### config.mk
export PLATFORM = sky130hd
export DESIGN_NAME = router_bist_scheduler_top
export DESIGN_NICKNAME = d
export VERILOG_FILES = /design/src/hdl/rbs_pkg.sv /design/src/hdl/router_bist_scheduler_top.sv
export SDC_FILE = /design/constraint.sdc
export NUM_CORES = 1
export LEC_CHECK = 0
export ABC_AREA = 1
export BUFFER_PORTS_ARGS = -buffer_cell sky130_fd_sc_hd__buf_2
export CAP_MARGIN = 20
export CORE_MARGIN = 10
export CORE_UTILIZATION = 65
export DETAILED_ROUTE_END_ITERATION = 8
export PLACE_DENSITY = 0.84
export RECOVER_POWER = 100
export SLEW_MARGIN = 10
export SYNTH_ARGS = -nofsm -noshare
export SYNTH_HDL_FRONTEND = slang
export SYNTH_SLANG_ARGS = --single-unit
### constraint.sdc
create_clock -name aclk -period 8.85 [get_ports aclk]
set_clock_uncertainty 0.15 [all_clocks]
set_input_delay 0.885 -clock aclk [delete_from_list [all_inputs] [get_ports aclk]]
set_output_delay 0.885 -clock aclk [all_outputs]
set_load 0.02 [all_outputs]
### src/hdl/rbs_pkg.sv
`default_nettype none

package rbs_pkg;

    // Router test states
    localparam logic [2:0] ST_NORMAL  = 3'd0;
    localparam logic [2:0] ST_EMPTY   = 3'd1;
    localparam logic [2:0] ST_TESTING = 3'd2;
    localparam logic [2:0] ST_RECOVER = 3'd3;
    localparam logic [2:0] ST_FREE    = 3'd4;
    localparam logic [2:0] ST_BLOCK   = 3'd5;

    // Test modes
    localparam logic [1:0] MODE_TARRA    = 2'd0;
    localparam logic [1:0] MODE_BLOCKING = 2'd1;
    localparam logic [1:0] MODE_NONBLOCK = 2'd2;
    localparam logic [1:0] MODE_FREESLOT = 2'd3;

    // Port view codes
    localparam logic [1:0] VIEW_NORMAL = 2'd0;
    localparam logic [1:0] VIEW_EMPTY  = 2'd1;
    localparam logic [1:0] VIEW_FREE   = 2'd2;
    localparam logic [1:0] VIEW_BLOCK  = 2'd3;

    // Fault actions
    localparam logic [1:0] ACT_NONE    = 2'd0;
    localparam logic [1:0] ACT_INJECT  = 2'd1;
    localparam logic [1:0] ACT_RELEASE = 2'd2;

    // Command codes
    localparam logic CMD_TICK = 1'b0;
    localparam logic CMD_LOAD = 1'b1;

    // Configuration register indexes
    localparam int CFG_ADDR_W = 3;
    localparam logic [CFG_ADDR_W-1:0] CFG_TEST_MODE      = 3'd0;
    localparam logic [CFG_ADDR_W-1:0] CFG_TEST_INTERVAL  = 3'd1;
    localparam logic [CFG_ADDR_W-1:0] CFG_TEST_DURATION  = 3'd2;
    localparam logic [CFG_ADDR_W-1:0] CFG_FREE_SLOT_TIME = 3'd3;
    localparam logic [CFG_ADDR_W-1:0] CFG_BLOCK_TIME     = 3'd4;
    localparam logic [CFG_ADDR_W-1:0] CFG_ORDER_OFFSET   = 3'd5;
    localparam logic [CFG_ADDR_W-1:0] CFG_ROUTER_X       = 3'd6;
    localparam logic [CFG_ADDR_W-1:0] CFG_ROUTER_Y       = 3'd7;

    // Field widths
    localparam int CFG_DATA_W = 24;
    localparam int TIME_W     = 24;
    localparam int INTV_CNT_W = 32;
    localparam int OFFSET_W   = 12;
    localparam int COORD_W    = 6;
    localparam int PORT_W     = 5;
    // Holds order plus offset for the largest mesh
    localparam int SUM_W      = 14;

    // Reset values
    localparam logic [1:0]        RST_TEST_MODE      = MODE_TARRA;
    localparam logic [TIME_W-1:0] RST_TEST_INTERVAL  = 24'd100000;
    localparam logic [TIME_W-1:0] RST_TEST_DURATION  = 24'd1000;
    localparam logic [TIME_W-1:0] RST_FREE_SLOT_TIME = 24'd100;
    localparam logic [TIME_W-1:0] RST_BLOCK_TIME     = 24'd100;

    // Cycles the derived schedule registers need after a config write
    localparam logic [2:0] SETTLE_CYCLES = 3'd4;

    typedef struct packed {
        logic              command;
        logic [PORT_W-1:0] in_buffers_empty;
        logic [PORT_W-1:0] out_buffers_empty;
        logic [PORT_W-1:0] neighbor_ack;
    } rbs_in_t;

    typedef struct packed {
        logic [2:0] router_state;
        logic [1:0] port_view;
        logic [1:0] router_fault_action;
        logic [1:0] port_fault_action;
        logic       drain_started;
        logic       recover_started;
        logic       drain_cycle;
        logic       recover_cycle;
    } rbs_out_t;

endpackage

`default_nettype wire

### src/hdl/router_bist_scheduler_top.sv
// Online self-test scheduler for one router of a mesh network-on-chip. Each request is
// either a tick (one router clock) or a schedule load that presets the interval timer to
// this router's staggered start; every request returns exactly one result with the router
// state after the step, the port view, fault inject/release actions and statistic pulses.
// Requests pass through an input register and a result register, one request per cycle
// unless m_ready stalls the result or the chain below settles; the next-state logic is a
// single pass over the state and timer registers. The staggered start value is kept
// precomputed from the configuration registers in a four-stage chain (reciprocal
// multiplies for the divisions by the router count), so after every configuration write
// and after reset s_ready stays low while that chain settles. cfg_ready is always high.
`default_nettype none

module router_bist_scheduler_top
    import rbs_pkg::*;
#(
    parameter int MESH_X = 8,
    parameter int MESH_Y = 8,
    parameter int PORTS  = 5
) (
    input  wire logic                  aclk,
    input  wire logic                  aresetn,
    // request channel
    input  wire logic                  s_valid,
    output logic                       s_ready,
    input  wire rbs_in_t               s_data,
    // result channel
    output logic                       m_valid,
    input  wire logic                  m_ready,
    output rbs_out_t                   m_data,
    // configuration write channel
    input  wire logic                  cfg_valid,
    output logic                       cfg_ready,
    input  wire logic [CFG_ADDR_W-1:0] cfg_addr,
    input  wire logic [CFG_DATA_W-1:0] cfg_data
);

    localparam int COUNT  = MESH_X * MESH_Y;
    localparam int CNT_L  = $clog2(COUNT);
    localparam int CNT_W  = $clog2(COUNT + 1);
    // (g * COUNT) / 4 for the four 2x2 groups
    localparam logic [SUM_W-1:0] GROUP1_BASE = SUM_W'(COUNT / 4);
    localparam logic [SUM_W-1:0] GROUP2_BASE = SUM_W'((2 * COUNT) / 4);
    localparam logic [SUM_W-1:0] GROUP3_BASE = SUM_W'((3 * COUNT) / 4);
    // Reciprocals: floor(v / COUNT) = (v * ceil(2^(N+L) / COUNT)) >> (N+L), exact for v < 2^N
    localparam int INTV_SHIFT = TIME_W + CNT_L;
    localparam int INTV_PW    = 2 * TIME_W + 1;
    localparam longint unsigned INTV_RECIP =
        ((64'd1 << INTV_SHIFT) + 64'(COUNT) - 64'd1) / 64'(COUNT);
    localparam int SUM_SHIFT  = SUM_W + CNT_L;
    localparam int SUM_PW     = 2 * SUM_W + 1;
    localparam longint unsigned SUM_RECIP =
        ((64'd1 << SUM_SHIFT) + 64'(COUNT) - 64'd1) / 64'(COUNT);
    localparam int LOAD_PW    = TIME_W + CNT_W;
    localparam logic [PORT_W-1:0] PORT_MASK = PORT_W'((1 << PORTS) - 1);

    // configuration registers
    logic [1:0]          test_mode_reg;
    logic [TIME_W-1:0]   test_interval_reg;
    logic [TIME_W-1:0]   test_duration_reg;
    logic [TIME_W-1:0]   free_slot_time_reg;
    logic [TIME_W-1:0]   block_time_reg;
    logic [OFFSET_W-1:0] order_offset_reg;
    logic [COORD_W-1:0]  router_x_reg;
    logic [COORD_W-1:0]  router_y_reg;
    logic [2:0]          settle_reg;

    // schedule chain
    logic [SUM_W-1:0]    group_base;
    logic [SUM_W-1:0]    sum_next;
    logic [SUM_W-1:0]    sum_reg;
    logic [INTV_PW-1:0]  intv_prod;
    logic [TIME_W-1:0]   slot_reg;
    logic [SUM_PW-1:0]   sum_prod;
    logic [SUM_W-1:0]    quo_reg;
    logic [SUM_W-1:0]    rot;
    logic [CNT_W-1:0]    rot_p1_reg;
    logic [LOAD_PW-1:0]  load_prod;
    logic [TIME_W-1:0]   load_reg;

    // pipeline
    logic                in_valid_reg;
    rbs_in_t             in_reg;
    logic                advance;
    logic                m_valid_reg;
    rbs_out_t            m_data_reg;

    // scheduler state
    logic [2:0]            mode_state_reg;
    logic [2:0]            mode_state_next;
    logic [INTV_CNT_W-1:0] interval_count_reg;
    logic [INTV_CNT_W-1:0] interval_count_next;
    logic [INTV_CNT_W-1:0] interval_inc;
    logic [TIME_W-1:0]     duration_count_reg;
    logic [TIME_W-1:0]     duration_count_next;
    logic [TIME_W-1:0]     duration_inc;
    logic                  ports_empty;
    rbs_out_t              res_next;

    assign cfg_ready = 1'b1;

    // Configuration writes; the settle counter holds off requests until the chain is fresh
    always_ff @(posedge aclk) begin
        if (!aresetn) begin
            test_mode_reg      <= RST_TEST_MODE;
            test_interval_reg  <= RST_TEST_INTERVAL;
            test_duration_reg  <= RST_TEST_DURATION;
            free_slot_time_reg <= RST_FREE_SLOT_TIME;
            block_time_reg     <= RST_BLOCK_TIME;
            order_offset_reg   <= '0;
            router_x_reg       <= '0;
            router_y_reg       <= '0;
            settle_reg         <= SETTLE_CYCLES;
        end else if (cfg_valid && cfg_ready) begin
            settle_reg <= SETTLE_CYCLES;
            case (cfg_addr)
                CFG_TEST_MODE:      test_mode_reg      <= cfg_data[1:0];
                CFG_TEST_INTERVAL:  test_interval_reg  <= cfg_data[TIME_W-1:0];
                CFG_TEST_DURATION:  test_duration_reg  <= cfg_data[TIME_W-1:0];
                CFG_FREE_SLOT_TIME: free_slot_time_reg <= cfg_data[TIME_W-1:0];
                CFG_BLOCK_TIME:     block_time_reg     <= cfg_data[TIME_W-1:0];
                CFG_ORDER_OFFSET:   order_offset_reg   <= cfg_data[OFFSET_W-1:0];
                CFG_ROUTER_X:       router_x_reg       <= cfg_data[COORD_W-1:0];
                CFG_ROUTER_Y:       router_y_reg       <= cfg_data[COORD_W-1:0];
                default: ;
            endcase
        end else if (settle_reg != '0) begin
            settle_reg <= settle_reg - 3'd1;
        end
    end

    // Group base from the 2x2 position
    always_comb begin
        case ({router_y_reg[0], router_x_reg[0]})
            2'd1:    group_base = GROUP1_BASE;
            2'd2:    group_base = GROUP2_BASE;
            2'd3:    group_base = GROUP3_BASE;
            default: group_base = '0;
        endcase
    end

    // Test order plus rotation, before the modulo
    assign sum_next = SUM_W'(router_x_reg[COORD_W-1:1])
                    + SUM_W'((SUM_W'(router_y_reg[COORD_W-1:1]) * SUM_W'(MESH_X)) >> 1)
                    + group_base
                    + SUM_W'(order_offset_reg);

    assign intv_prod = INTV_PW'(test_interval_reg) * INTV_PW'(INTV_RECIP);
    assign sum_prod  = SUM_PW'(sum_reg) * SUM_PW'(SUM_RECIP);
    assign rot       = sum_reg - SUM_W'(quo_reg * SUM_W'(COUNT));
    assign load_prod = LOAD_PW'(slot_reg) * LOAD_PW'(rot_p1_reg);

    // Staggered start chain: slot = interval / count, rot = sum % count,
    // start = interval - slot * (rot + 1)
    always_ff @(posedge aclk) begin
        sum_reg    <= sum_next;
        slot_reg   <= TIME_W'(intv_prod >> INTV_SHIFT);
        quo_reg    <= SUM_W'(sum_prod >> SUM_SHIFT);
        rot_p1_reg <= CNT_W'(rot) + CNT_W'(1);
        load_reg   <= test_interval_reg - TIME_W'(load_prod);
    end

    // Handshake
    assign advance = in_valid_reg && (!m_valid_reg || m_ready);
    assign s_ready = (settle_reg == '0) && (!in_valid_reg || advance);
    assign m_valid = m_valid_reg;
    assign m_data  = m_data_reg;

    // Input register
    always_ff @(posedge aclk) begin
        if (!aresetn) begin
            in_valid_reg <= 1'b0;
        end else if (s_valid && s_ready) begin
            in_valid_reg <= 1'b1;
        end else if (advance) begin
            in_valid_reg <= 1'b0;
        end
    end

    always_ff @(posedge aclk) begin
        if (s_valid && s_ready) begin
            in_reg <= s_data;
        end
    end

    // Saturating timers and drain check over the active ports
    assign interval_inc = (interval_count_reg == '1) ? interval_count_reg
                                                     : interval_count_reg + 1'b1;
    assign duration_inc = (duration_count_reg == '1) ? duration_count_reg
                                                     : duration_count_reg + 1'b1;
    assign ports_empty  = (&(in_reg.in_buffers_empty  | ~PORT_MASK))
                       && (&(in_reg.out_buffers_empty | ~PORT_MASK))
                       && (&(in_reg.neighbor_ack      | ~PORT_MASK));

    // Next state and result
    always_comb begin
        mode_state_next     = mode_state_reg;
        interval_count_next = interval_count_reg;
        duration_count_next = duration_count_reg;
        res_next            = '0;

        if (in_reg.command == CMD_LOAD) begin
            interval_count_next = INTV_CNT_W'(load_reg);
        end else begin
            interval_count_next = interval_inc;
            case (mode_state_reg)
                ST_NORMAL: begin
                    if (interval_inc >= INTV_CNT_W'(test_interval_reg)) begin
                        interval_count_next = '0;
                        if (test_mode_reg == MODE_TARRA) begin
                            mode_state_next = ST_EMPTY;
                        end else if (test_mode_reg == MODE_BLOCKING) begin
                            mode_state_next     = ST_TESTING;
                            duration_count_next = '0;
                        end else begin
                            mode_state_next     = ST_FREE;
                            duration_count_next = '0;
                        end
                    end
                end
                ST_EMPTY: begin
                    res_next.drain_cycle = 1'b1;
                    if (ports_empty) begin
                        duration_count_next = '0;
                        mode_state_next     = ST_TESTING;
                    end
                end
                ST_TESTING: begin
                    duration_count_next = duration_inc;
                    if (duration_inc >= test_duration_reg) begin
                        duration_count_next = '0;
                        if (test_mode_reg inside {MODE_BLOCKING, MODE_FREESLOT}) begin
                            mode_state_next = ST_NORMAL;
                        end else begin
                            mode_state_next = ST_RECOVER;
                        end
                    end
                end
                ST_RECOVER: begin
                    res_next.recover_cycle = 1'b1;
                    if (ports_empty) begin
                        mode_state_next = ST_NORMAL;
                    end
                end
                ST_FREE: begin
                    duration_count_next = duration_inc;
                    if (duration_inc >= free_slot_time_reg) begin
                        duration_count_next = '0;
                        mode_state_next     = ST_BLOCK;
                    end
                end
                ST_BLOCK: begin
                    duration_count_next = duration_inc;
                    if (duration_inc >= block_time_reg) begin
                        duration_count_next = '0;
                        mode_state_next = (test_mode_reg == MODE_NONBLOCK) ? ST_EMPTY
                                                                           : ST_TESTING;
                    end
                end
                default: ;
            endcase

            // actions and pulses on a state change
            if (mode_state_next != mode_state_reg) begin
                case (mode_state_next)
                    ST_TESTING: begin
                        res_next.router_fault_action = ACT_INJECT;
                        res_next.port_fault_action   = ACT_RELEASE;
                    end
                    ST_NORMAL: begin
                        res_next.router_fault_action = ACT_RELEASE;
                        res_next.port_fault_action   = ACT_RELEASE;
                    end
                    ST_EMPTY: begin
                        res_next.port_fault_action = ACT_INJECT;
                        res_next.drain_started     = 1'b1;
                    end
                    ST_RECOVER: begin
                        res_next.port_fault_action = ACT_INJECT;
                        res_next.recover_started   = 1'b1;
                    end
                    default: ;
                endcase
            end
        end

        res_next.router_state = mode_state_next;
        if (test_mode_reg == MODE_BLOCKING) begin
            res_next.port_view = VIEW_NORMAL;
        end else begin
            case (mode_state_next)
                ST_EMPTY, ST_RECOVER: res_next.port_view = VIEW_EMPTY;
                ST_FREE:              res_next.port_view = VIEW_FREE;
                ST_BLOCK:             res_next.port_view = VIEW_BLOCK;
                default:              res_next.port_view = VIEW_NORMAL;
            endcase
        end
    end

    // Scheduler state, stepped as a request leaves the input register
    always_ff @(posedge aclk) begin
        if (!aresetn) begin
            mode_state_reg     <= ST_NORMAL;
            interval_count_reg <= '0;
            duration_count_reg <= '0;
        end else if (advance) begin
            mode_state_reg     <= mode_state_next;
            interval_count_reg <= interval_count_next;
            duration_count_reg <= duration_count_next;
        end
    end

    // Result register
    always_ff @(posedge aclk) begin
        if (!aresetn) begin
            m_valid_reg <= 1'b0;
        end else if (advance) begin
            m_valid_reg <= 1'b1;
        end else if (m_ready) begin
            m_valid_reg <= 1'b0;
        end
    end

    always_ff @(posedge aclk) begin
        if (advance) begin
            m_data_reg <= res_next;
        end
    end

endmodule

`default_nettype wire

==> qor.yml <==
sta:
  fmax_mhz: 153
  finalMaxSlewViolations: 143
  max_slew_margin_pct: -186
  period_needed_ps: 6540
  fin_ws_ps: 2310
  hold_violations: 0
  setup-tns-final_ps: 0
  finalSetupViolCount: 0
  rsz0062_at_grt: "no"
  worst_pin_slew_ps: 4290
  fin_crit_sh_pct: 73.9
clock_tree:
  cts.repair.resized: 0
  cts_num_sinks: 267
  numCtsBuffers: 28
  cts_tree: "yes"
  cts_buffer_depth: 3
  htree_levels: 1
  clk_latency_ps: 550
  cts_post_setup_buffers_inserted: 0
  postCtsHoldBufs: 0
  clock_tree.root_cell: "clkbuf_16"
  path_clk_slew_ps: 60
finish:
  syn2layout_area_growth_pct: 7.16
  drive_above_1_share_pct: 6.15
  multi_input_area_mm2: 0.0106
  diodes: 0
  regArea_mm2: 0.00564
  largest_reg_flops: 32
  final_cell_area_mm2: 0.0193
  nFillCells: 2232
  finalNetCount: 2633
global_route:
  grt_usage_pct: 25.1
  overflow: 0
  antenna_found_initial: 1
  grt_start_max_net_pins: 117
  grt_pass1_vias: 15200
  grt_pass1_wl_um: 74400
setup_path:
  slowest_stage: "clkinvlp_2"
  end_kind: "flip-flop"
  cp_max_fo: 25
  cp_data_arrival_time_ps: 6820
  max_stage_delay_ps: 1060
  required_ps: 9130
  cp_top_family: "simple AND/OR/NAND/NOR gates"
  cp_num_buf_inv: 2
  worstSetupStartpointType: "flip-flop"
  crit_type: "reg2reg"
  cpMostUsedCell: "nand2_1"
synthesis:
  synthFlopType: "dfxtp_1"
  synth_area_leader_cell: "dfxtp_1"
  synth_xor_area_share_pct: 3.78
  synth_top_family_by_area: "adder cells"
  synth_edf_count: 29
  ys_ff_latch: 267
  muxShareOfSynthArea_pct: 0
  synth-compound-area-share_pct: 13.7
  synth_top_area_share_pct: 26.4
  synth_fp_nets: 2606
  synth_area_mm2: 0.0181
  synth_fa_ha_area_share_pct: 22.8
  ys_warn_count: 0
  syn_inst: 2293
  yosys.area_share.simple_pct: 19.3
  syn_area_per_cell_um2: 7.87
  ys_top_cells_by_area: "dfxtp_1 (26%), fa_1 (12%), ha_1 (11%)"
  async_flop_share_pct: 0
  seq_area_frac_synth_pct: 31.2
  synth.distinct_cells: 48
placed_design:
  preCtsSetupSlack_ps: 3780
  place_hpwl_um: 34000
  io_buffers: 62
  dpl-instance-area_mm2: 0.0186
  gp_congestion: 0.956
drt:
  first_iter_violations: 1404
  drc_errors: 0
  wl_per_cell_um: 16.7
  routed_via_density: 5.71
  vias: 15500
  final_antenna_net_count: 0
  drtPass1Iterations: 6
  wl_um: 45300
pwr:
  cellPowerDensity_mw_per_mm2: 275
  ir_drop_mv: 0.311
  power.leakage_uw: 0.00862
floorplanning:
  core_mm2: 0.0272
  die_w_um: 187
  die_h_um: 187
  start_util_pct: 66.4
  dieArea_mm2: 0.0348
  io_pins: 64
  rows: 60
outcome:
  status: "finished, violations left"
  violations: "max-capacitance violations, max-slew violations"
hold_path:
  hp-class: "reg2reg"
run:
  maxCapViolCount: 2
==> cell usage in the layout (no fill, tap or decap), types with 4 or more instances in the layout <==
cell type / n
edfxtp_1: 29
xor2_1: 46
nor2_1: 171
clkbuf_8: 6
fa_1: 107
inv_1: 345
nand3b_1: 4
nand2_2: 17
nand2_1: 456
clkbuf_1: 24
a21oi_1: 235
nor2_2: 10
ha_1: 158
dfxtp_1: 238
nor3_1: 37
clkinv_2: 6
nor2_4: 4
nand3_1: 63
nor4_1: 6
clkinv_1: 5
a31oi_1: 4
o21ai_0: 164
buf_2: 45
a21o_1: 7
a21oi_2: 5
nand4_1: 27
clkbuf_16: 28
o211ai_1: 24
xnor2_1: 32
==> power breakdown <==
part | switching, µW | internal (µW) | total (µW) | leakage [µW]
sequential | 98.1 | 1380 | 1480 | 0.00221
combinational | 1560 | 1100 | 2670 | 0.00596
clock | 488 | 689 | 1180 | 0.000457
==> per-layer routing <==
metal	up-vias	global-route usage, %	routed length, µm
li1	7433	-	-
met1	7315	32.2	19300
met2	626	42.2	21200
met3	114	4.56	3410
met4	2	7.75	1380
met5	-	0	13
==> through the flow <==
step	hold slack [ps]	power, µW	std cells	util (%)
floorplan	181	3590	2293	-
global placement	183	4040	2658	68.2
detailed placement	186	4130	2659	68.3
CTS	200	5310	2711	71.7
global route	207	5740	2714	71.2
finish	199	5320	2714	71.2
==> worst reg2reg max path, delay by kind of cell, from the launching register on <==
kind | cells | cell delay, ps
AND/OR/NAND/NOR | 16 | 3000
adder cells (fa/ha/maj) | 2 | 590
XOR/XNOR | 1 | 200
buffers and inverters | 2 | 1160
flip-flops | 1 | 420
AO/OA/AOI/OAI | 4 | 920
==> final timing paths <==
check	from	slack, ps	to	cells after the start
max	interval_count_reg[0]$_SDFFE_PN0P_	2310	duration_count_reg[23]$_SDFFE_PN0P_	25
min	test_interval_reg[9]$_SDFFE_PN1P_	200	slot_reg[3]$_DFF_P_	0
min reg2reg	test_interval_reg[9]$_SDFFE_PN1P_	200	slot_reg[3]$_DFF_P_	0
max reg2reg	interval_count_reg[0]$_SDFFE_PN0P_	2310	duration_count_reg[23]$_SDFFE_PN0P_	25
==> Yosys cell counts (2+ instances only) <==
cell and n:
o211ai_1 24, xor2_1 46, nand2_1 448, nor2_1 167, nand4_1 27, o21ai_0 164
nor2_2 11, nand3_2 5, clkbuf_1 61, a21oi_1 219, nor4_1 6, and3_1 2
nor3_1 36, nand3_1 60, nand3b_1 4, inv_2 4, a21oi_2 21, edfxtp_1 29
fa_1 107, buf_2 5, nor3_2 2, a21o_1 7, dfxtp_1 238, inv_1 344
a31oi_1 4, ha_1 158, nor2_8 2, buf_6 6, xnor2_1 32, o21a_1 3
o21bai_1 3, nand2_2 23, nor2_4 5, nand2_4 4, a211oi_1 3
==> kinds of logic (layout without fill, tap and decap cells) <==
kind of cell / after synthesis / in the layout
AOI/OAI and AO/OA: 454 / 454
adders and majority gates: 265 / 265
other: 1 / 1
buffers and inverters: 425 / 474
DFF: 267 / 267
and+or+nand+nor: 803 / 803
xor gates and xnor gates: 78 / 78
==> cell type report <==
cell class              instances  share of cell area, %
inverters                     351                   6.82
flip-flops and latches        267                   29.1
multi-input cells            1601                   54.9
clock inverters                14                  0.686
repair buffers                 71                   1.95
well taps                     372                   2.41
clock buffers                  38                   4.13
(Power assumes the default switching activity.)
